===== config.mk =====
export PLATFORM = sky130hd
export DESIGN_NAME = gls_ram
export DESIGN_NICKNAME = d
export VERILOG_FILES = /design/src/hw/rtl/gls_ram.sv
export SDC_FILE = /design/constraint.sdc
export NUM_CORES = 2
export LEC_CHECK = 0
export BUFFER_PORTS_ARGS = -buffer_cell sky130_fd_sc_hd__buf_2
export CAP_MARGIN = 25
export CORE_UTILIZATION = 55
export CTS_CLUSTER_DIAMETER = 60
export DETAILED_ROUTE_END_ITERATION = 8
export GPL_TIMING_DRIVEN = 0
export PLACE_DENSITY_LB_ADDON = 0.12
export SLEW_MARGIN = 20
export SYNTH_ARGS = -nofsm -noshare
export SYNTH_HDL_FRONTEND = slang
export SYNTH_SLANG_ARGS = --single-unit

===== constraint.sdc =====
create_clock -name i_clk -period 2.52 [get_ports i_clk]
set_input_delay 0.504 -clock i_clk [delete_from_list [all_inputs] [get_ports i_clk]]
set_output_delay 0.504 -clock i_clk [all_outputs]
set_load 0.01 [all_outputs]

===== src/hw/rtl/gls_ram.sv =====
// Generic single-port RAM with registered read data.
// No dependencies.
`default_nettype none
module gls_ram #(
    parameter int WIDTH = 8,
    parameter int DEPTH = 256
) (
    input  wire logic                     i_clk,
    input  wire logic                     i_we,
    input  wire logic [$clog2(DEPTH)-1:0] i_addr,
    input  wire logic [WIDTH-1:0]         i_wdata,
    output logic      [WIDTH-1:0]         o_rdata
);

    logic [WIDTH-1:0] r_mem [DEPTH];
    logic [WIDTH-1:0] r_rdata;

    always_ff @(posedge i_clk) begin
        if (i_we) begin
            r_mem[i_addr] <= i_wdata;
        end
        r_rdata <= r_mem[i_addr];
    end

    assign o_rdata = r_rdata;

endmodule
`default_nettype wire


* Yosys cells after proc, flatten, opt, wreduce, memory -nomap -nowiden *
Memory sizes are Yosys's and may differ from the RTL's. A register that Yosys moved wholly into a read port is not among the register bits.
Index checks and enable logic that the tools add are counted.

cells by class
  muxes and demuxes = 2

operator list
  operator          count
  2-to-1 mux 1 bit  2

word-level totals
  register bits after elaboration = 0
  RAM bits = 2048
  input port bits = 18
  output and inout bits = 8
  logic and storage cells = 3
  memories = 1

memory list
  name   depth  width  read ports  clocked after memory_dff  write ports  line  source
  r_mem  256    8      1           1                         1            15    logic [WIDTH-1:0] r_mem [DEPTH];

* Depth between registers and ports, before layout *
  depth in word-level cells = 2
  mapped depth = 10

* Worst setup path before layout *
Ideal clock, no wire load.

  kind = input to register
  start point = in i_addr[1]
  end point = mem r_mem[111][0] (enable)
  arrival time = 2353 ps
  required time = 2150 ps
  setup slack = -203 ps
  cell stages on the path = 9
  buffers on the path = 5
  path through = buf_2 -> clkbuf_1 -> clkbuf_1 -> nand2_1 -> buf_2 -> nor2_1 -> nand2_1 -> clkbuf_1 -> nor2_1

RTL lines
  element          line  source
  start, declared  10    input wire logic [$clog2(DEPTH)-1:0] i_addr,
  end, declared    15

Straight into the memory's write port.

==> flow_metrics.env <==
export IMPL_fin_crit_sh_pct=108
export IMPL_area_growth_pct=16.2
export IMPL_final_cell_area_um2=91200
export IMPL_synth_top_area_cell="edfxtp_1"
export IMPL_final_max_slew_viol_count=0
export IMPL_synthTopCellsByArea="edfxtp_1, mux4_2, a22oi_1"
export IMPL_seq_area_frac_synth_pct=78.6
export IMPL_grt_pass1_wl_um=295000
export IMPL_seqCellArea_um2=61700
export IMPL_crit_path_start_kind="input port"
export IMPL_setup_ws_ns=-0.212
export IMPL_synth_top_cells_by_count="edfxtp_1, mux4_2, a22oi_1, nor2_1, clkbuf_1"
export IMPL_place_hpwl_um=141000
export IMPL_hold_viol=0
export IMPL_cap_viol_max_count=0
export IMPL_critPathArrivalTime_ns=3.30
export IMPL_rows=138
export IMPL_ys_warn_count=0
export IMPL_clockPowerShare_pct=41.8
export IMPL_cp_required_ns=3.09
export IMPL_timing_slew_headroom_pct=23.5
export IMPL_cts_sink_count=2056
export IMPL_setup_viol=171
export IMPL_gp_congestion=0.949
export IMPL_synth_nets=3565
export IMPL_initial_core_util_pct=55.4
export IMPL_grt_pass1_vias=39596
export IMPL_async_reset_ff_share_pct=0
export IMPL_synth_top_area_share_pct=78.3
export IMPL_ir_drop_v=0.000667
export IMPL_end_kind="flop"
export IMPL_insertion_delay_ns=0.84
export IMPL_drt_initial_drc_count=4941
export IMPL_overflow=0
export IMPL_finalPower_uw=71300
export IMPL_dieArea_um2=144000
export IMPL_io_buffers=21
export IMPL_cts_buffers=202
export IMPL_cts_root_buf="clkbuf_16"
export IMPL_io_pins=26
export IMPL_finalWirelength_um=210000
export IMPL_hold_path_class="in2reg"
export IMPL_combPwrFrac_pct=5.3
export IMPL_track_usage_pct=29.4
export IMPL_cts_max_path_buffers=3
export IMPL_detail_route_wl_per_cell_um=35.6
export IMPL_tns_ns=-4.43
export IMPL_clk_pin_slew_worst_paths_ns=0.06
export IMPL_synth_area_um2=78500
export IMPL_grt_setup_unrepaired="yes"
export IMPL_nFillCells=9268
export IMPL_finalCriticalPeriod_ns=2.73
export IMPL_fmax_mhz=366
export IMPL_grt_max_degree=125
export IMPL_multi_input_area_um2=17700
export IMPL_drive_gt1_share_pct=34.9
export IMPL_seqPwrFrac_pct=52.9
export IMPL_cp_max_fo=10
export IMPL_synth_seq_cells=2056
export IMPL_cts_tree="yes"
export IMPL_yosysMostFrequentCell="edfxtp_1"
export IMPL_synthFlopType="edfxtp_1"
export IMPL_core_um2=142000
export IMPL_dp_cells=5508
export IMPL_avgSynthCellArea_um2=22.1
export IMPL_criticalPathCategory="in2reg"
export IMPL_synth_edf_count=2048
export IMPL_h_tree_depth=4
export IMPL_netlist_instances=3547
export IMPL_power_density_nw_per_um2=782
export IMPL_drt_pass1_iter_count=7
export IMPL_detail_route_antenna_nets=0
export IMPL_die_h_um=380
export IMPL_switching_share_pct=21.3
export IMPL_fin_cells=5894
export IMPL_cellLeakagePower_uw=0.0277
export IMPL_vias=39207
export IMPL_viasPerCell=6.65
export IMPL_postPlaceCellArea_um2=82300
export IMPL_finClkSkew_ns=0.0248
export IMPL_die_x_um=380
export IMPL_fin_nets=3848
export IMPL_drc=0
export IMPL_p_int_uw=56100
export IMPL_antenna_found_initial=12
export IMPL_worstMarginPinSlew_ns=1.15
export IMPL_switching_power_uw=15200
export IMPL_ys_types=22
export IMPL_violations="setup timing"
export IMPL_status="finished, violations left"
per-stage QoR:
stage | hold slack, ns | setup slack (ns) | utilization [%]
floorplan | 0.603 | -0.134 | -
global placement | 0.908 | -3.64 | 57.3
detailed placement | 0.868 | -2.65 | 58.2
CTS | 0.0118 | -0.0664 | 64.1
global route | 0.0312 | -0.176 | 64.4
finish | 0.0541 | -0.212 | 64.4
cells in the final DEF, fill, tap and decap left out, drive strengths merged:
| cell type | n |
|---|---|
| nand2b | 6 |
| inv | 6 |
| bufinv | 19 |
| or3 | 1 |
| dlygate4sd3 | 2 |
| dfxtp | 8 |
| and2 | 3 |
| diode | 5 |
| nor3 | 30 |
| a21oi | 128 |
| nor2 | 232 |
| o41ai | 32 |
| a22oi | 256 |
| nand2 | 28 |
| edfxtp | 2048 |
| nand3 | 13 |
| nand4 | 8 |
| or2 | 2 |
| nor2b | 7 |
| clkbuf | 388 |
| clkinv | 91 |
| clkinvlp | 10 |
| buf | 169 |
| mux4 | 512 |
power by group through the flow:
stage          registers, uW  logic (uW)  clock network [uW]
2_1_floorplan          38500        1690                   0
5_1_grt                37700        3940               31300
6_report               37700        3810               29800
3_5_place_dp           38400        3490                   0
4_1_cts                37700        3720               30000
3_3_place_gp           38600        3250                   0
logic make-up after synthesis:
group                  synth area share (%)
AOI/OAI and AO/OA                      3.62
and+or+nand+nor                        1.73
buffers and inverters                  1.40
DFF                                    78.6
muxes                                  14.7
worst paths after layout:
| path | from | end | slack [ns] | cells past startpoint |
|---|---|---|---|---|
| worst max-delay path | i_addr[1] | o_rdata[1] | -0.21 | 9 |
| worst min-delay path | i_wdata[2] | r_mem[84][2] | 0.05 | 1 |
| worst max register to register | r_mem[159][2] | o_rdata[2] | -0.17 | 5 |
| worst min register to register | r_mem[9][1] | o_rdata[1] | 1.22 | 5 |
cell type report:
cell class	instances	area share [%]
Sequential cell	2056	67.6
Multi-Input combinational cell	1258	19.4
Clock buffer	248	5.92
Tap cell	1890	2.59
Buffer	232	1.88
Timing Repair Buffer	79	1.34
Clock inverter	125	1.25
Antenna cell	5	0.0137
Inverter	1	0.00411
critical path: stages:
cell and delay [ns]:
buf_4 0.21, buf_6 0.24, buf_8 0.22, buf_6 0.19
mux4_2 0.35, a22oi_2 0.30, a21oi_4 0.12, o41ai_4 0.67
nand4_1 0.44
flip-flops by register name, summed over array words and instances (netlist names):
signal and flops:
r_mem 2048, o_rdata 8
layer usage:
layer | track usage [%] | vias up | wire length [um]
met3 | 6.35 | 387 | 20000
li1 | - | 15705 | -
met4 | 10.5 | 6 | 7990
met2 | 46.9 | 2224 | 102000
met5 | 0 | - | 204
met1 | 40.6 | 20885 | 79300
what timing repair did:
action,CTS,global route
endpoints found under the hold margin,44,0
buffers inserted,2,4
gates resized for setup,534,101
hold buffers,2,0
endpoints found under the setup margin,1941,895
pin swaps,26,24
Note: power is estimated with default switching activity, not from simulation.
