<file path="src/hw/rtl/gls_pkg.sv">
// Shared types, constants and codes of the grid line-of-sight checker.
// No dependencies; imported by every module of the block but gls_ram.
`default_nettype none
package gls_pkg;

    localparam int COORD_W    = 8;   // coordinate field width
    localparam int COST_W     = 8;   // cost byte width
    localparam int CRD_W      = 9;   // checked-cell coordinate, reaches 256
    localparam int ADR_SRC_W  = 10;  // coordinate widened for address slicing
    localparam int EXT_W      = 11;  // compare width, holds a grid size of 1024
    localparam int CFG_IDX_W  = 2;
    localparam int CFG_DATA_W = 9;

    localparam int DEF_GRID_COLS = 256;
    localparam int DEF_GRID_ROWS = 256;

    localparam logic [COST_W-1:0]     RST_COST_THRESHOLD = 8'd128;
    localparam logic [CFG_DATA_W-1:0] RST_MAP_WIDTH      = 9'd256;
    localparam logic [CFG_DATA_W-1:0] RST_MAP_HEIGHT     = 9'd256;

    localparam logic [CFG_IDX_W-1:0] CFG_COST_THRESHOLD = 2'd0;
    localparam logic [CFG_IDX_W-1:0] CFG_MAP_WIDTH      = 2'd1;
    localparam logic [CFG_IDX_W-1:0] CFG_MAP_HEIGHT     = 2'd2;

    localparam logic OP_WRITE = 1'b0;
    localparam logic OP_QUERY = 1'b1;

    typedef struct packed {
        logic               op;
        logic [COORD_W-1:0] from_x;
        logic [COORD_W-1:0] from_y;
        logic [COORD_W-1:0] to_x;
        logic [COORD_W-1:0] to_y;
        logic [COST_W-1:0]  cell_cost;
    } t_item;

    typedef struct packed {
        logic visible;
        logic left_map;
    } t_result;

    typedef struct packed {
        logic [CRD_W-1:0] x;
        logic [CRD_W-1:0] y;
    } t_cell;

    typedef struct packed {
        logic outside;  // beyond the configured map
        logic in_grid;  // inside the physical grid store
    } t_probe_rsp;

    typedef enum logic [2:0] {
        S_IDLE,
        S_STEP,
        S_CROSS_EVAL,
        S_MAIN,
        S_MAIN_EVAL,
        S_SIDE0_EVAL,
        S_SIDE1_EVAL
    } t_state;

endpackage
`default_nettype wire

</file>
<file path="src/hw/rtl/gls_probe.sv">
// Cell probe: map bounds check, grid bounds check and grid address of one cell.
// Depends on gls_pkg.
`default_nettype none
module gls_probe
    import gls_pkg::*;
#(
    parameter int GRID_COLS = DEF_GRID_COLS,
    parameter int GRID_ROWS = DEF_GRID_ROWS
) (
    input  wire t_cell                                             i_cell,
    input  wire logic [CFG_DATA_W-1:0]                             i_map_width,
    input  wire logic [CFG_DATA_W-1:0]                             i_map_height,
    output t_probe_rsp                                             o_rsp,
    output logic [$clog2(GRID_COLS)+$clog2(GRID_ROWS)-1:0]         o_addr
);

    localparam int XW = $clog2(GRID_COLS);
    localparam int YW = $clog2(GRID_ROWS);

    logic [EXT_W-1:0]     w_mw, w_mh, w_weff, w_heff, w_x, w_y;
    logic [ADR_SRC_W-1:0] w_xa, w_ya;

    always_comb begin
        w_mw   = EXT_W'(i_map_width);
        w_mh   = EXT_W'(i_map_height);
        // clip the configured map to the physical grid
        w_weff = (w_mw < EXT_W'(GRID_COLS)) ? w_mw : EXT_W'(GRID_COLS);
        w_heff = (w_mh < EXT_W'(GRID_ROWS)) ? w_mh : EXT_W'(GRID_ROWS);
        w_x    = EXT_W'(i_cell.x);
        w_y    = EXT_W'(i_cell.y);
        o_rsp.outside = (w_x >= w_weff) || (w_y >= w_heff);
        o_rsp.in_grid = (w_x < EXT_W'(GRID_COLS)) && (w_y < EXT_W'(GRID_ROWS));
        w_xa   = ADR_SRC_W'(i_cell.x);
        w_ya   = ADR_SRC_W'(i_cell.y);
        o_addr = {w_ya[YW-1:0], w_xa[XW-1:0]};
    end

endmodule
`default_nettype wire

</file>
<file path="config.mk">
export PLATFORM = sky130hd
export DESIGN_NAME = gls_probe
export DESIGN_NICKNAME = d
export VERILOG_FILES = /design/src/hw/rtl/gls_pkg.sv /design/src/hw/rtl/gls_probe.sv
export SDC_FILE = /design/constraint.sdc
export NUM_CORES = 1
export LEC_CHECK = 0
export BUFFER_PORTS_ARGS = -buffer_cell sky130_fd_sc_hd__buf_2
export CAP_MARGIN = 25
export CORE_MARGIN = 3
export CORE_UTILIZATION = 39
export DETAILED_ROUTE_END_ITERATION = 16
export MAX_ROUTING_LAYER = met4
export PLACE_DENSITY = 0.84
export SETUP_SLACK_MARGIN = 0.05
export SLEW_MARGIN = 30
export SYNTH_ARGS = -nofsm -noshare
export SYNTH_HDL_FRONTEND = slang
export SYNTH_SLANG_ARGS = --single-unit
export TNS_END_PERCENT = 30
</file>
<file path="constraint.sdc">
create_clock -name vclk -period 2.1
set_input_delay 0.21 -clock vclk [all_inputs]
set_output_delay 0.21 -clock vclk [all_outputs]
set_load 0.005 [all_outputs]
</file>
Yosys cells after proc, flatten, opt, wreduce, memory -nomap -nowiden
Cells that the tools add are included.
Storage, ports and cells
  bits in registers: 0
Operators by class
  order comparisons: 6
  muxes and demuxes: 2
  reductions and logical operators: 2
Operator list (count)
  $lt A9 B9 Y1 const B: 4
  $ge A9 B9 Y1: 2
  $mux W9: 2
  $logic_and A1 B1 Y1: 1
  $logic_or A1 B1 Y1: 1

Logic depth before layout (Yosys ltp)
  depth in word-level cells: 4
  depth in mapped cells: 8

Worst setup path before layout
OpenSTA, ideal clock, no wires.
  kind: input-to-output
  start point: input i_map_height[8]
  end point: output o_rsp[1] in the netlist's numbering
  arrival: 1.485 ns
  path slack: 0.405 ns
  cell stages on the path: 7
  cells stage by stage: clkinv_1 nand2_1 ha_1 a21o_1 a2111oi_2 o21ai_1 a211o_1
RTL lines
  start, declared: line gls_probe.sv:12  | input wire logic [CFG_DATA_W-1:0] i_map_height,
  end, declared: line gls_probe.sv:13  | output t_probe_rsp o_rsp,

==> qor.yml <==
status: "complete, no violations"
grt_pass1_wl_um: 2228
crit_family: "compound AO/OA/AOI/OAI gates"
antenna_found_initial: 0
final_area_um2: 739.5
dieArea_um2: 1951
drtIter0Drc: 4
drv_cap: 0
seq_cell_count: 0
place_hpwl_um: 1330
yosysMostFrequentCell: "ha_1"
power_density_nw_per_um2: 190.5
cp_cell_sequence: "buf_2 -> inv_4 -> nand2_1 -> ha_1 -> a21o_1 -> a2111oi_2 -> o21ai_1 -> a211o_1 -> buf_2"
regArea_um2: 0
drc: 0
drive_gt1_share_pct: 48.28
yosysSeqAreaShare_pct: 0
power_mw: 0.1409
post-cts-setup-buffer-count: 0
worst_setup_path_start_kind: "input port"
antenna-diode-count: 0
fin_crit_ns: 1.912
max_stage_delay_ns: 0.29
gp_congestion: 0.7377
grt_max_degree: 9
placed_cell_area_um2: 737.0
ir_worst_vdd_mv: 0.06919
synth_cells: 78
ys_warn_count: 0
fmax_mhz: 523.1
yosysUniqueCellTypes: 18
die_w_um: 44.17
synth_top_area_cell: "ha_1"
dp_slack_ns: 0.01837
fin_crit_sh_pct: 91.04
fin_nets: 172
holdPathStages: 2
area_delta_synth_final_pct: 30.18
core_um2: 1334
rsz0062_at_grt: "false"
hold-path-endpoint: "o_addr[0]"
post_drt_wl_per_cell_um: 10.76
routed_wl_um: 1409
hold_slack_ns: 0.6047
critical_path_class: "input port to output port"
holdCritStartpoint: "i_cell[9]"
vias: 649
dr.pass1.iters: 4
grt_pass1_vias: 596
cp_num_buf_inv: 3
synth_top_area_share_pct: 39.65
critPathMaxFanout: 8
synth_common_cells: "ha_1, buf_4, nand2_1"
avgSynthCellArea_um2: 7.283
end_kind: "output port"
hold_viol: 0
synth.area.top_cells: "ha_1, buf_4, nand2_1, a21oi_1, o21ai_1"
syn-num-nets: 132
report.final.slew_viol_count: 0
leakagePower_nw: 0.4477
start_util_pct: 42.59
hold_path.class: "input port to output port"
path_common_cell: "buf_2"
io_pins: 54
setup_viol: 0
io_buffers: 54
setup_slack_ns: 0.1882
grt-ovfl-total: 0
clock_buffers: 0
crit_slowest_cell: "ha_1"
cp.arrival_ns: 1.70
cp.required_ns: 1.89
setup_tns_ns: 0
via_per_inst: 4.954
chipHeight_um: 44.17
syn_area_um2: 568.0
drtAntennaViolNets: 0
tightest_slew_ns: 0.2667
grt_util_all_layers_pct: 14.35
core.rowCount: 13
slew_headroom_pct: 82.19
==> how the worst max path moves through the flow <==
stage                          from        to  slack [ns]  cells past startpoint
floorplan           i_map_height[8]  o_rsp[1]        0.40                      7
global placement    i_map_height[8]  o_rsp[1]        0.13                      9
detailed placement  i_map_height[8]  o_rsp[1]        0.02                      9
CTS                 i_map_height[8]  o_rsp[1]        0.11                      9
global route        i_map_height[8]  o_rsp[1]         0.1                      9
finish              i_map_height[8]  o_rsp[1]        0.19                      9
==> logic make-up after synthesis <==
kind of cell	share of synthesized area, %
and+or+nand+nor	20.48
buffers and inverters	23.79
adders and majority gates	39.65
AOI/OAI and AO/OA	16.08
==> cell type report <==
class | count | area [um^2]
timing repair buffer | 54 | 270.3
fill | 141 | 594.3
tap | 15 | 18.77
multi-input combinational | 58 | 432.9
inverter | 4 | 17.52
==> placed cells by master, fill, tap and decap left out <==
| cell | count |
|---|---|
| a211oi_1 | 1 |
| nand2b_1 | 2 |
| nand2_1 | 15 |
| clkinv_1 | 1 |
| a211o_1 | 1 |
| nand3_1 | 1 |
| inv_1 | 2 |
| nand4b_1 | 1 |
| ha_1 | 18 |
| a21o_1 | 2 |
| nand4_1 | 1 |
| buf_2 | 54 |
| a21oi_1 | 5 |
| o21ai_1 | 3 |
| o21ai_0 | 1 |
| nor2b_1 | 2 |
| a2111oi_2 | 1 |
| inv_4 | 1 |
| nor2_1 | 4 |
==> through the flow <==
| stage | instances | utilization, % |
|---|---|---|
| final | 131 | 55.44 |
| after global placement | 131 | 55.25 |
| after floorplan | 78 | - |
| after global routing | 131 | 55.44 |
| after CTS | 131 | 55.35 |
| after detailed placement | 131 | 55.25 |
==> timing repair <==
item / CTS / global route
pin swaps: 0 / 1
endpoints found under the setup margin: 1 / 1
hold buffers: 0 / 0
resized for setup: 1 / 1
==> per-layer routing <==
metal  routed length [um]  share of wire (%)  vias to the layer above  global-route usage [%]
met5                    0                  0                        -                       -
met4                   19                1.3                        0                   1.807
met3                  114                8.1                        2                       0
met2                  807                 57                       24                   30.52
met1                  467                 33                      288                   14.46
li1                     -                  -                      335                       -
==> power breakdown <==
part | total (mW) | switching [mW] | internal [mW]
combinational | 0.141 | 0.0653 | 0.0755
clock | 0 | 0 | 0
sequential | 0 | 0 | 0
total | 0.141 | 0.0653 | 0.0755
(Power assumes the default switching activity.)
