[src/hw/rtl/gls_pkg.sv]
// Shared types, constants and codes of the grid line-of-sight checker.
// No dependencies; imported by every module of the block but gls_ram.
`default_nettype none
package gls_pkg;

    localparam int COORD_W    = 8;   // coordinate field width
    localparam int COST_W     = 8;   // cost byte width
    localparam int CRD_W      = 9;   // checked-cell coordinate, reaches 256
    localparam int ADR_SRC_W  = 10;  // coordinate widened for address slicing
    localparam int EXT_W      = 11;  // compare width, holds a grid size of 1024
    localparam int CFG_IDX_W  = 2;
    localparam int CFG_DATA_W = 9;

    localparam int DEF_GRID_COLS = 256;
    localparam int DEF_GRID_ROWS = 256;

    localparam logic [COST_W-1:0]     RST_COST_THRESHOLD = 8'd128;
    localparam logic [CFG_DATA_W-1:0] RST_MAP_WIDTH      = 9'd256;
    localparam logic [CFG_DATA_W-1:0] RST_MAP_HEIGHT     = 9'd256;

    localparam logic [CFG_IDX_W-1:0] CFG_COST_THRESHOLD = 2'd0;
    localparam logic [CFG_IDX_W-1:0] CFG_MAP_WIDTH      = 2'd1;
    localparam logic [CFG_IDX_W-1:0] CFG_MAP_HEIGHT     = 2'd2;

    localparam logic OP_WRITE = 1'b0;
    localparam logic OP_QUERY = 1'b1;

    typedef struct packed {
        logic               op;
        logic [COORD_W-1:0] from_x;
        logic [COORD_W-1:0] from_y;
        logic [COORD_W-1:0] to_x;
        logic [COORD_W-1:0] to_y;
        logic [COST_W-1:0]  cell_cost;
    } t_item;

    typedef struct packed {
        logic visible;
        logic left_map;
    } t_result;

    typedef struct packed {
        logic [CRD_W-1:0] x;
        logic [CRD_W-1:0] y;
    } t_cell;

    typedef struct packed {
        logic outside;  // beyond the configured map
        logic in_grid;  // inside the physical grid store
    } t_probe_rsp;

    typedef enum logic [2:0] {
        S_IDLE,
        S_STEP,
        S_CROSS_EVAL,
        S_MAIN,
        S_MAIN_EVAL,
        S_SIDE0_EVAL,
        S_SIDE1_EVAL
    } t_state;

endpackage
`default_nettype wire

[src/hw/rtl/gls_walk.sv]
// Line walk sequencer: error accumulator, cell order and result register.
// Depends on gls_pkg; drives the shared cell probe and the grid RAM.
`default_nettype none
module gls_walk
    import gls_pkg::*;
(
    input  wire logic              i_clk,
    input  wire logic              i_rst_n,
    input  wire logic              i_start,
    output logic                   o_busy,
    input  wire t_item             i_item,
    input  wire logic [COST_W-1:0] i_thr,
    input  wire logic [COST_W-1:0] i_rdata,
    input  wire t_probe_rsp        i_probe,
    output t_cell                  o_cell,
    output logic                   o_ram_we,
    output logic                   o_res_valid,
    output t_result                o_result
);

    t_state r_state, n_state;
    logic [COORD_W-1:0] r_a, n_a, r_aend, n_aend, r_b, n_b;
    logic [COORD_W-1:0] r_da, n_da, r_db, n_db, r_f, n_f;
    logic r_sa_neg, n_sa_neg, r_sb_neg, n_sb_neg, r_swap, n_swap;
    logic r_left, n_left, r_pend_out, n_pend_out;
    logic r_res_valid, n_res_valid;
    t_result r_result, n_result;

    logic               w_xneg, w_yneg, w_swp;
    logic [COORD_W-1:0] w_adx, w_ady;
    logic [CRD_W-1:0]   w_maj, w_mnr;
    logic               w_moff;
    logic [COORD_W:0]   w_f1;
    logic               w_blocked, w_left_now;
    logic [COORD_W-1:0] w_a_adv, w_b_adv;

    always_ff @(posedge i_clk) begin
        if (!i_rst_n) begin
            r_state     <= S_IDLE;
            r_res_valid <= 1'b0;
        end else begin
            r_state     <= n_state;
            r_res_valid <= n_res_valid;
        end
    end

    always_ff @(posedge i_clk) begin
        r_a        <= n_a;
        r_aend     <= n_aend;
        r_b        <= n_b;
        r_da       <= n_da;
        r_db       <= n_db;
        r_f        <= n_f;
        r_sa_neg   <= n_sa_neg;
        r_sb_neg   <= n_sb_neg;
        r_swap     <= n_swap;
        r_left     <= n_left;
        r_pend_out <= n_pend_out;
        r_result   <= n_result;
    end

    always_comb begin
        // query set-up terms
        w_xneg = i_item.to_x < i_item.from_x;
        w_yneg = i_item.to_y < i_item.from_y;
        w_adx  = w_xneg ? (i_item.from_x - i_item.to_x) : (i_item.to_x - i_item.from_x);
        w_ady  = w_yneg ? (i_item.from_y - i_item.to_y) : (i_item.to_y - i_item.from_y);
        w_swp  = w_adx < w_ady;

        // minor offset of the cell to probe in this state
        case (r_state)
            S_STEP:       w_moff = (r_db == '0) ? 1'b0 : !r_sb_neg;
            S_MAIN:       w_moff = !r_sb_neg;
            S_SIDE0_EVAL: w_moff = 1'b1;
            default:      w_moff = 1'b0;
        endcase
        w_maj = CRD_W'(r_a) + CRD_W'(!r_sa_neg);
        w_mnr = CRD_W'(r_b) + CRD_W'(w_moff);
        if (r_state == S_IDLE) begin
            o_cell.x = CRD_W'(i_item.from_x);
            o_cell.y = CRD_W'(i_item.from_y);
        end else if (r_swap) begin
            o_cell.x = w_mnr;
            o_cell.y = w_maj;
        end else begin
            o_cell.x = w_maj;
            o_cell.y = w_mnr;
        end

        w_f1       = {1'b0, r_f} + {1'b0, r_db};
        w_blocked  = r_pend_out || (i_rdata >= i_thr);
        w_left_now = r_left || r_pend_out;
        w_a_adv    = r_sa_neg ? (r_a - 1'b1) : (r_a + 1'b1);
        w_b_adv    = r_sb_neg ? (r_b - 1'b1) : (r_b + 1'b1);

        n_state     = r_state;
        n_a         = r_a;
        n_aend      = r_aend;
        n_b         = r_b;
        n_da        = r_da;
        n_db        = r_db;
        n_f         = r_f;
        n_sa_neg    = r_sa_neg;
        n_sb_neg    = r_sb_neg;
        n_swap      = r_swap;
        n_left      = r_left;
        n_pend_out  = r_pend_out;
        n_res_valid = 1'b0;
        n_result    = r_result;
        o_ram_we    = 1'b0;

        case (r_state)
            S_IDLE: begin
                if (i_start) begin
                    if (i_item.op == OP_WRITE) begin
                        // store now, acknowledge on the next cycle
                        o_ram_we    = i_probe.in_grid;
                        n_res_valid = 1'b1;
                        n_result    = '0;
                    end else begin
                        n_swap   = w_swp;
                        n_a      = w_swp ? i_item.from_y : i_item.from_x;
                        n_aend   = w_swp ? i_item.to_y   : i_item.to_x;
                        n_b      = w_swp ? i_item.from_x : i_item.from_y;
                        n_sa_neg = w_swp ? w_yneg : w_xneg;
                        n_sb_neg = w_swp ? w_xneg : w_yneg;
                        n_da     = w_swp ? w_ady : w_adx;
                        n_db     = w_swp ? w_adx : w_ady;
                        n_f      = '0;
                        n_left   = 1'b0;
                        n_state  = S_STEP;
                    end
                end
            end
            S_STEP: begin
                if (r_a == r_aend) begin
                    n_res_valid       = 1'b1;
                    n_result.visible  = 1'b1;
                    n_result.left_map = r_left;
                    n_state           = S_IDLE;
                end else if (r_db == '0) begin
                    n_pend_out = i_probe.outside;
                    n_state    = S_SIDE0_EVAL;
                end else if (w_f1 >= {1'b0, r_da}) begin
                    // row crossing: check the cell before it
                    n_f        = COORD_W'(w_f1 - {1'b0, r_da});
                    n_pend_out = i_probe.outside;
                    n_state    = S_CROSS_EVAL;
                end else begin
                    n_f     = w_f1[COORD_W-1:0];
                    n_state = S_MAIN;
                end
            end
            S_CROSS_EVAL: begin
                n_left = w_left_now;
                if (w_blocked) begin
                    n_res_valid       = 1'b1;
                    n_result.visible  = 1'b0;
                    n_result.left_map = w_left_now;
                    n_state           = S_IDLE;
                end else begin
                    n_b     = w_b_adv;
                    n_state = S_MAIN;
                end
            end
            S_MAIN: begin
                if (r_f != '0) begin
                    n_pend_out = i_probe.outside;
                    n_state    = S_MAIN_EVAL;
                end else begin
                    n_a     = w_a_adv;
                    n_state = S_STEP;
                end
            end
            S_MAIN_EVAL: begin
                n_left = w_left_now;
                if (w_blocked) begin
                    n_res_valid       = 1'b1;
                    n_result.visible  = 1'b0;
                    n_result.left_map = w_left_now;
                    n_state           = S_IDLE;
                end else begin
                    n_a     = w_a_adv;
                    n_state = S_STEP;
                end
            end
            S_SIDE0_EVAL: begin
                n_left = w_left_now;
                if (w_blocked) begin
                    // first side blocked: try the other side
                    n_pend_out = i_probe.outside;
                    n_state    = S_SIDE1_EVAL;
                end else begin
                    n_a     = w_a_adv;
                    n_state = S_STEP;
                end
            end
            S_SIDE1_EVAL: begin
                n_left = w_left_now;
                if (w_blocked) begin
                    n_res_valid       = 1'b1;
                    n_result.visible  = 1'b0;
                    n_result.left_map = w_left_now;
                    n_state           = S_IDLE;
                end else begin
                    n_a     = w_a_adv;
                    n_state = S_STEP;
                end
            end
            default: begin
                n_state = S_IDLE;
            end
        endcase
    end

    assign o_busy      = (r_state != S_IDLE);
    assign o_res_valid = r_res_valid;
    assign o_result    = r_result;

endmodule
`default_nettype wire

[config.mk]
export PLATFORM = sky130hd
export DESIGN_NAME = gls_walk
export DESIGN_NICKNAME = d
export VERILOG_FILES = /design/src/hw/rtl/gls_pkg.sv /design/src/hw/rtl/gls_walk.sv
export SDC_FILE = /design/constraint.sdc
export NUM_CORES = 1
export LEC_CHECK = 0
export ABC_AREA = 1
export BUFFER_PORTS_ARGS = -buffer_cell sky130_fd_sc_hd__clkbuf_2
export CAP_MARGIN = 40
export CORE_ASPECT_RATIO = 1.75
export CORE_MARGIN = 3
export CORE_UTILIZATION = 40
export DETAILED_ROUTE_END_ITERATION = 10
export PLACE_DENSITY = 0.63
export SLEW_MARGIN = 20
export SYNTH_ARGS = -nofsm -noshare
export SYNTH_HDL_FRONTEND = slang
export SYNTH_SLANG_ARGS = --single-unit
[constraint.sdc]
create_clock -name i_clk -period 4.78 [get_ports i_clk]
set_clock_uncertainty 0.1 [all_clocks]
set_input_delay 0.956 -clock i_clk [delete_from_list [all_inputs] [get_ports i_clk]]
set_output_delay 0.956 -clock i_clk [all_outputs]
set_load 0.005 [all_outputs]
-- Word level (Yosys, flattened, before mapping)
Index checks and enable logic that the tools add are counted.
- equality and inequality tests: 20
- $add $sub $neg: 12
- $lt $le $gt $ge: 5
- reductions and logical operators: 26
- mux-type cells: 62
- operators with widths (operator ; number):
    $mux 8 ; 21
    $sub 8x8->8 ; 5
    $mux 18 ; 2
    $pmux 8 s2 ; 2
    $lt 8x8->1 ; 3
    $pmux 8 s3 ; 1
    $ne 2x2->1 const B ; 11
    $reduce_and 5->1 ; 4
    $mux 1 ; 19
    $add 8x1->9 ; 2
    $mux 3 ; 6
    $pmux 3 s6 ; 1
    $add 8x1->8 const B ; 2
    $sub 8x1->8 const B ; 2
    $reduce_bool 3->1 ; 4
    $mux 2 ; 5
    $add 8x8->9 ; 1
    $eq 3x3->1 const B ; 3
    $ge 9x8->1 ; 1
    $pmux 1 s3 ; 3
    $eq 8x8->1 ; 1
    $ge 8x8->1 ; 1
    $logic_not 8->1 ; 1
    $reduce_bool 8->1 ; 1
    16 further kinds ; 23
- input port bits: 62
- register bits: 59

-- Longest topological paths before layout
- word-level depth: 7
- gate-level depth with buffers: 23
- depth with buffers taken out: 21

-- Least setup slack after synthesis
Ideal clock, no wire load.
- path kind: input port to flip-flop
- from: input i_item[16] (netlist name)
- to: register r_a[1], data pin
- setup time: 0.260 ns
- arrival time: 3.348 ns
- setup slack: 1.071 ns
- stages: 20
- cells stage by stage: inv_1 ha_1 inv_1 fa_1 nand3_1 nand3_2 nand4_1 nand2_2 inv_2 nand2_1 and2_1 ha_1 nand2_1 o21a_1 nand2_2 buf_6 buf_2 nand2_1 nand2_1 o22ai_1
- cells in the longest elaborated chain, start to end: 7
- elaborated cells between the ends (all ways): 9
- those cells by class: add/sub (2); order compare (2); mux (5)
- ends and longest elaborated chain (what ; line ; text):
    start, declared ; gls_walk.sv:11 ; input wire t_item i_item,
    $sub 8x8->8 / $lt 8x8->1 (equally long branches) ; gls_walk.sv:66, gls_walk.sv:64 ;
    $mux 8 * ; gls_walk.sv:66 ; w_adx = w_xneg ? (i_item.from_x - i_item.to_x) : (i_item.to_x - i_item.from_x);
    $lt 8x8->1 * ; gls_walk.sv:68 ; w_swp = w_adx < w_ady;
    $mux 8 * ; gls_walk.sv:122 ; n_a = w_swp ? i_item.from_y : i_item.from_x;
    $mux 8 * ; gls_walk.sv:115 ; if (i_item.op == OP_WRITE) begin
    $mux 8 * ; gls_walk.sv:114 ; if (i_start) begin
    $pmux 8 s3 * ; gls_walk.sv:112 ; case (r_state)
    via n_a[1] ; gls_walk.sv:22 ; logic [COORD_W-1:0] r_a, n_a, r_aend, n_aend, r_b, n_b;
    end signal, assigned ; gls_walk.sv:48 ; r_a <= n_a;
    end, declared ; gls_walk.sv:22 ;
The timed path passes the listed nets; every way through them passes the cells marked *. The select of a mux whose other input is x is not followed.
A chain may end at the register's enable or synchronous reset.

==> results.ini <==
[status]
status=finished clean

[finish]
drive_above_1_share=0.139
nets=1128
diodes=0
stdcell_count=1206
synthToLayoutAreaGrowth_pct=13.5
register_area_mm2=0.00173
post-route-util=0.467
fill_cells=1655
multi_input_area_mm2=0.00421

[power]
cellPowerDensity_mw_per_mm2=472
p_leak_nw=3.71
peakVddDrop_v=0.000199
p_total_mw=3.55

[timing]
slew_headroom=0.570
tightest_slew_ps=645
post-route-period-util=0.844
min_period_ps=4030
hold_violations=0
max_freq_mhz=248
report.final.slew_viol_count=0
setup_viol=0
rsz0062_at_grt=false
setup_ws_ps=747
setup_tns_ps=0

[worst_setup_path]
critPathCaptureType=primary output
crit_chain=inv_2 > nor3_2 > inv_1 > a31oi_1 > ha_1 > ha_1 > nand3_1 > nor2_1 > xor2_1 > nand2_1 > nand3_1 > o21ai_1 > clkbuf_2
crit_slowest_cell=dfxtp_1
path_class=reg2out
critPathBufInv=3
critical_path.max_stage_delay_ps=490
critPathTopFamily=simple AND/OR/NAND/NOR gates
cp-start-kind=flip-flop
worstPathRequired_ps=3720
path_max_fanout=5
cp.arrival_ps=2980

[synth]
synth-main-ff-cell=edfxtp_1
ys_types=45
syn_nets=1060
yosysSeqAreaShare=0.261
postSynthCellCount=913
synth_edf_count=55
avgSynthCellArea_um2=7.26
synth_area_mm2=0.00663
ys_ff_latch=59
synthTopCellsByArea=edfxtp_1, ha_1, nand2_1, inv_1, o21ai_1
async_flop_share=0
synth_top_cell_area_share=0.249
synth_top_area_cell=edfxtp_1
synth_warnings=0

[grt]
grt_pass1_vias=6113
grt_overflow_total=0
antenna_found_initial=0
met2_usage=0.392
busiest_layer=met2
grt.total_usage=0.209
grt_max_degree=41
grtUsageMet3=0.0221
grt_pass1_wl_mm=29.2
grt_use_met1=0.214

[routing]
via_per_inst=5.16
ant_nets=0
routed_wl_mm=18.7
drt-wirelength-per-cell_um=15.5
vias=6222
remaining_drc_errors=0
firstDrtPassIters=5
drt_iter0_markers=282

[place]
dpl.cell_count=1189
pre_cts_slack_ps=605
portBuffers=76
hpwl_mm=15.5
finalWeightedCongestion=0.926

[clock_tree]
ctsLongestPathBuffers=2
cts_buffers=9
path_clk_slew_ps=60
cts-root-buf=clkbuf_16
cts_sinks=59
post_cts_buffers=0
clock_latency_ps=330
cts_hold_repair.buffers=0
htree_levels=3
cts_tree=built
post_cts_resize_count=0

[die]
rows=61
core_area_mm2=0.0161
die_h_um=176
die-area_mm2=0.0182
dieWidth_um=103
ios=85
start_util=0.412

[worst_hold_path]
hp-class=reg2reg

[run]
cap_violations=0

-- cell usage after synthesis, types with 2 or more instances --
cell type  number
a21oi_1        55
o211ai_1        6
ha_1           77
or2_2           2
nor3_2          3
buf_6           4
nand4_1        12
a211oi_1        4
nand2_1       205
nand3_2         2
or2_1           4
nor2_2          3
fa_1            8
o21ai_1        68
xor2_1         31
xnor2_1        27
o21ai_0        17
o22ai_1         4
buf_2          14
nand3_1        61
nor3_1          2
nor2_4          2
a31oi_1         8
clkbuf_1        4
nand2_2         4
dfxtp_1         4
o21bai_1        5
nand2_4         2
a21o_1          5
inv_1         122
edfxtp_1       55
nor2_1         60
buf_4           4
inv_2          17
clkinv_1        2
-- final timing paths --
check              from           to  slack (ps)  depth (start not counted)
min reg2reg      r_left  o_result[0]         480                          2
min              r_left  o_result[0]         480                          2
max reg2reg     r_db[0]       r_f[6]        1460                         16
max          r_state[0]   o_cell[15]         750                         13
-- worst register-to-register path, stage by stage, from the launching register on --
cell,delay [ps]
edfxtp_1,410
ha_1,270
fa_1,410
nand3_1,90
nand2_1,110
a31oi_1,190
xnor2_1,130
ha_1,370
nand2_1,80
nor2_1,90
nand2_1,60
nand3_1,90
nand2_1,90
nand2_2,240
inv_2,120
o21ai_0,170
nor2_1,60
-- metrics by stage --
step,cell area [um^2],hold WS (ps)
floorplan,6630,438
global placement,7190,464
detailed placement,7190,475
CTS,7520,493
global route,7530,514
finish,7530,483
-- flip-flops by register name, indices dropped and copies added (netlist names) --
signal and cells:
o_res_valid 1, o_result 2, r_a 8, r_aend 8
r_b 8, r_da 8, r_db 8, r_f 8
r_left 1, r_pend_out 1, r_sa_neg 1, r_sb_neg 1
r_state 3, r_swap 1
-- cell usage in the layout (no fill, tap or decap), types with 2 or more instances in the layout --
cell | synthesis | layout
nor3_2 | 3 | 3
bufinv_16 | 0 | 3
nor3_1 | 2 | 2
fa_1 | 8 | 8
inv_2 | 17 | 17
clkinv_1 | 2 | 3
a21oi_1 | 55 | 55
a31oi_1 | 8 | 8
nor2_4 | 2 | 2
o21ai_0 | 17 | 17
or2_1 | 4 | 4
xor2_1 | 31 | 31
o21ai_1 | 68 | 68
nand2_4 | 2 | 2
clkbuf_2 | 0 | 76
a21o_1 | 5 | 5
nor2_2 | 3 | 4
dfxtp_1 | 4 | 4
o21bai_1 | 5 | 5
nor2_1 | 60 | 59
inv_1 | 122 | 122
buf_4 | 4 | 5
o22ai_1 | 4 | 4
clkbuf_16 | 0 | 9
or2_2 | 2 | 2
a211oi_1 | 4 | 4
edfxtp_1 | 55 | 55
nand3_1 | 61 | 61
xnor2_1 | 27 | 27
ha_1 | 77 | 77
nand2_2 | 4 | 4
nand3_2 | 2 | 2
o211ai_1 | 6 | 6
nand2_1 | 205 | 205
clkinv_2 | 0 | 2
nand4_1 | 12 | 12
-- where the power goes --
part           total, mW  internal [mW]  switching (mW)
clock network      0.735          0.505           0.229
logic               1.96          0.737            1.22
registers          0.859          0.754           0.105
total               3.55           2.00            1.56
-- final cells by class --
cell class / instances / share of cell area
multi-input combinational: 687 / 0.560
sequential: 59 / 0.230
inverter: 141 / 0.0703
timing repair buffer: 83 / 0.0592
tap: 220 / 0.0366
clock buffer: 10 / 0.0304
clock inverter: 6 / 0.0138
-- kinds of logic (layout without fill, tap and decap cells) --
| kind of cell | after synthesis | count (layout) | synth area share |
|---|---|---|---|
| fa+ha+maj | 85 | 85 | 0.169 |
| xor+xnor | 58 | 58 | 0.0766 |
| buf+inv | 167 | 240 | 0.104 |
| flops | 59 | 59 | 0.261 |
| simple gates | 366 | 366 | 0.240 |
| compound gates | 178 | 178 | 0.148 |
-- routing by layer --
layer,share of wire,routed length (um),vias up
met3,0.036,674,52
met5,0,0,-
met1,0.37,6850,2830
li1,-,-,3161
met4,0.057,1060,0
met2,0.54,10100,179
Power figures use the tool's default switching activity.
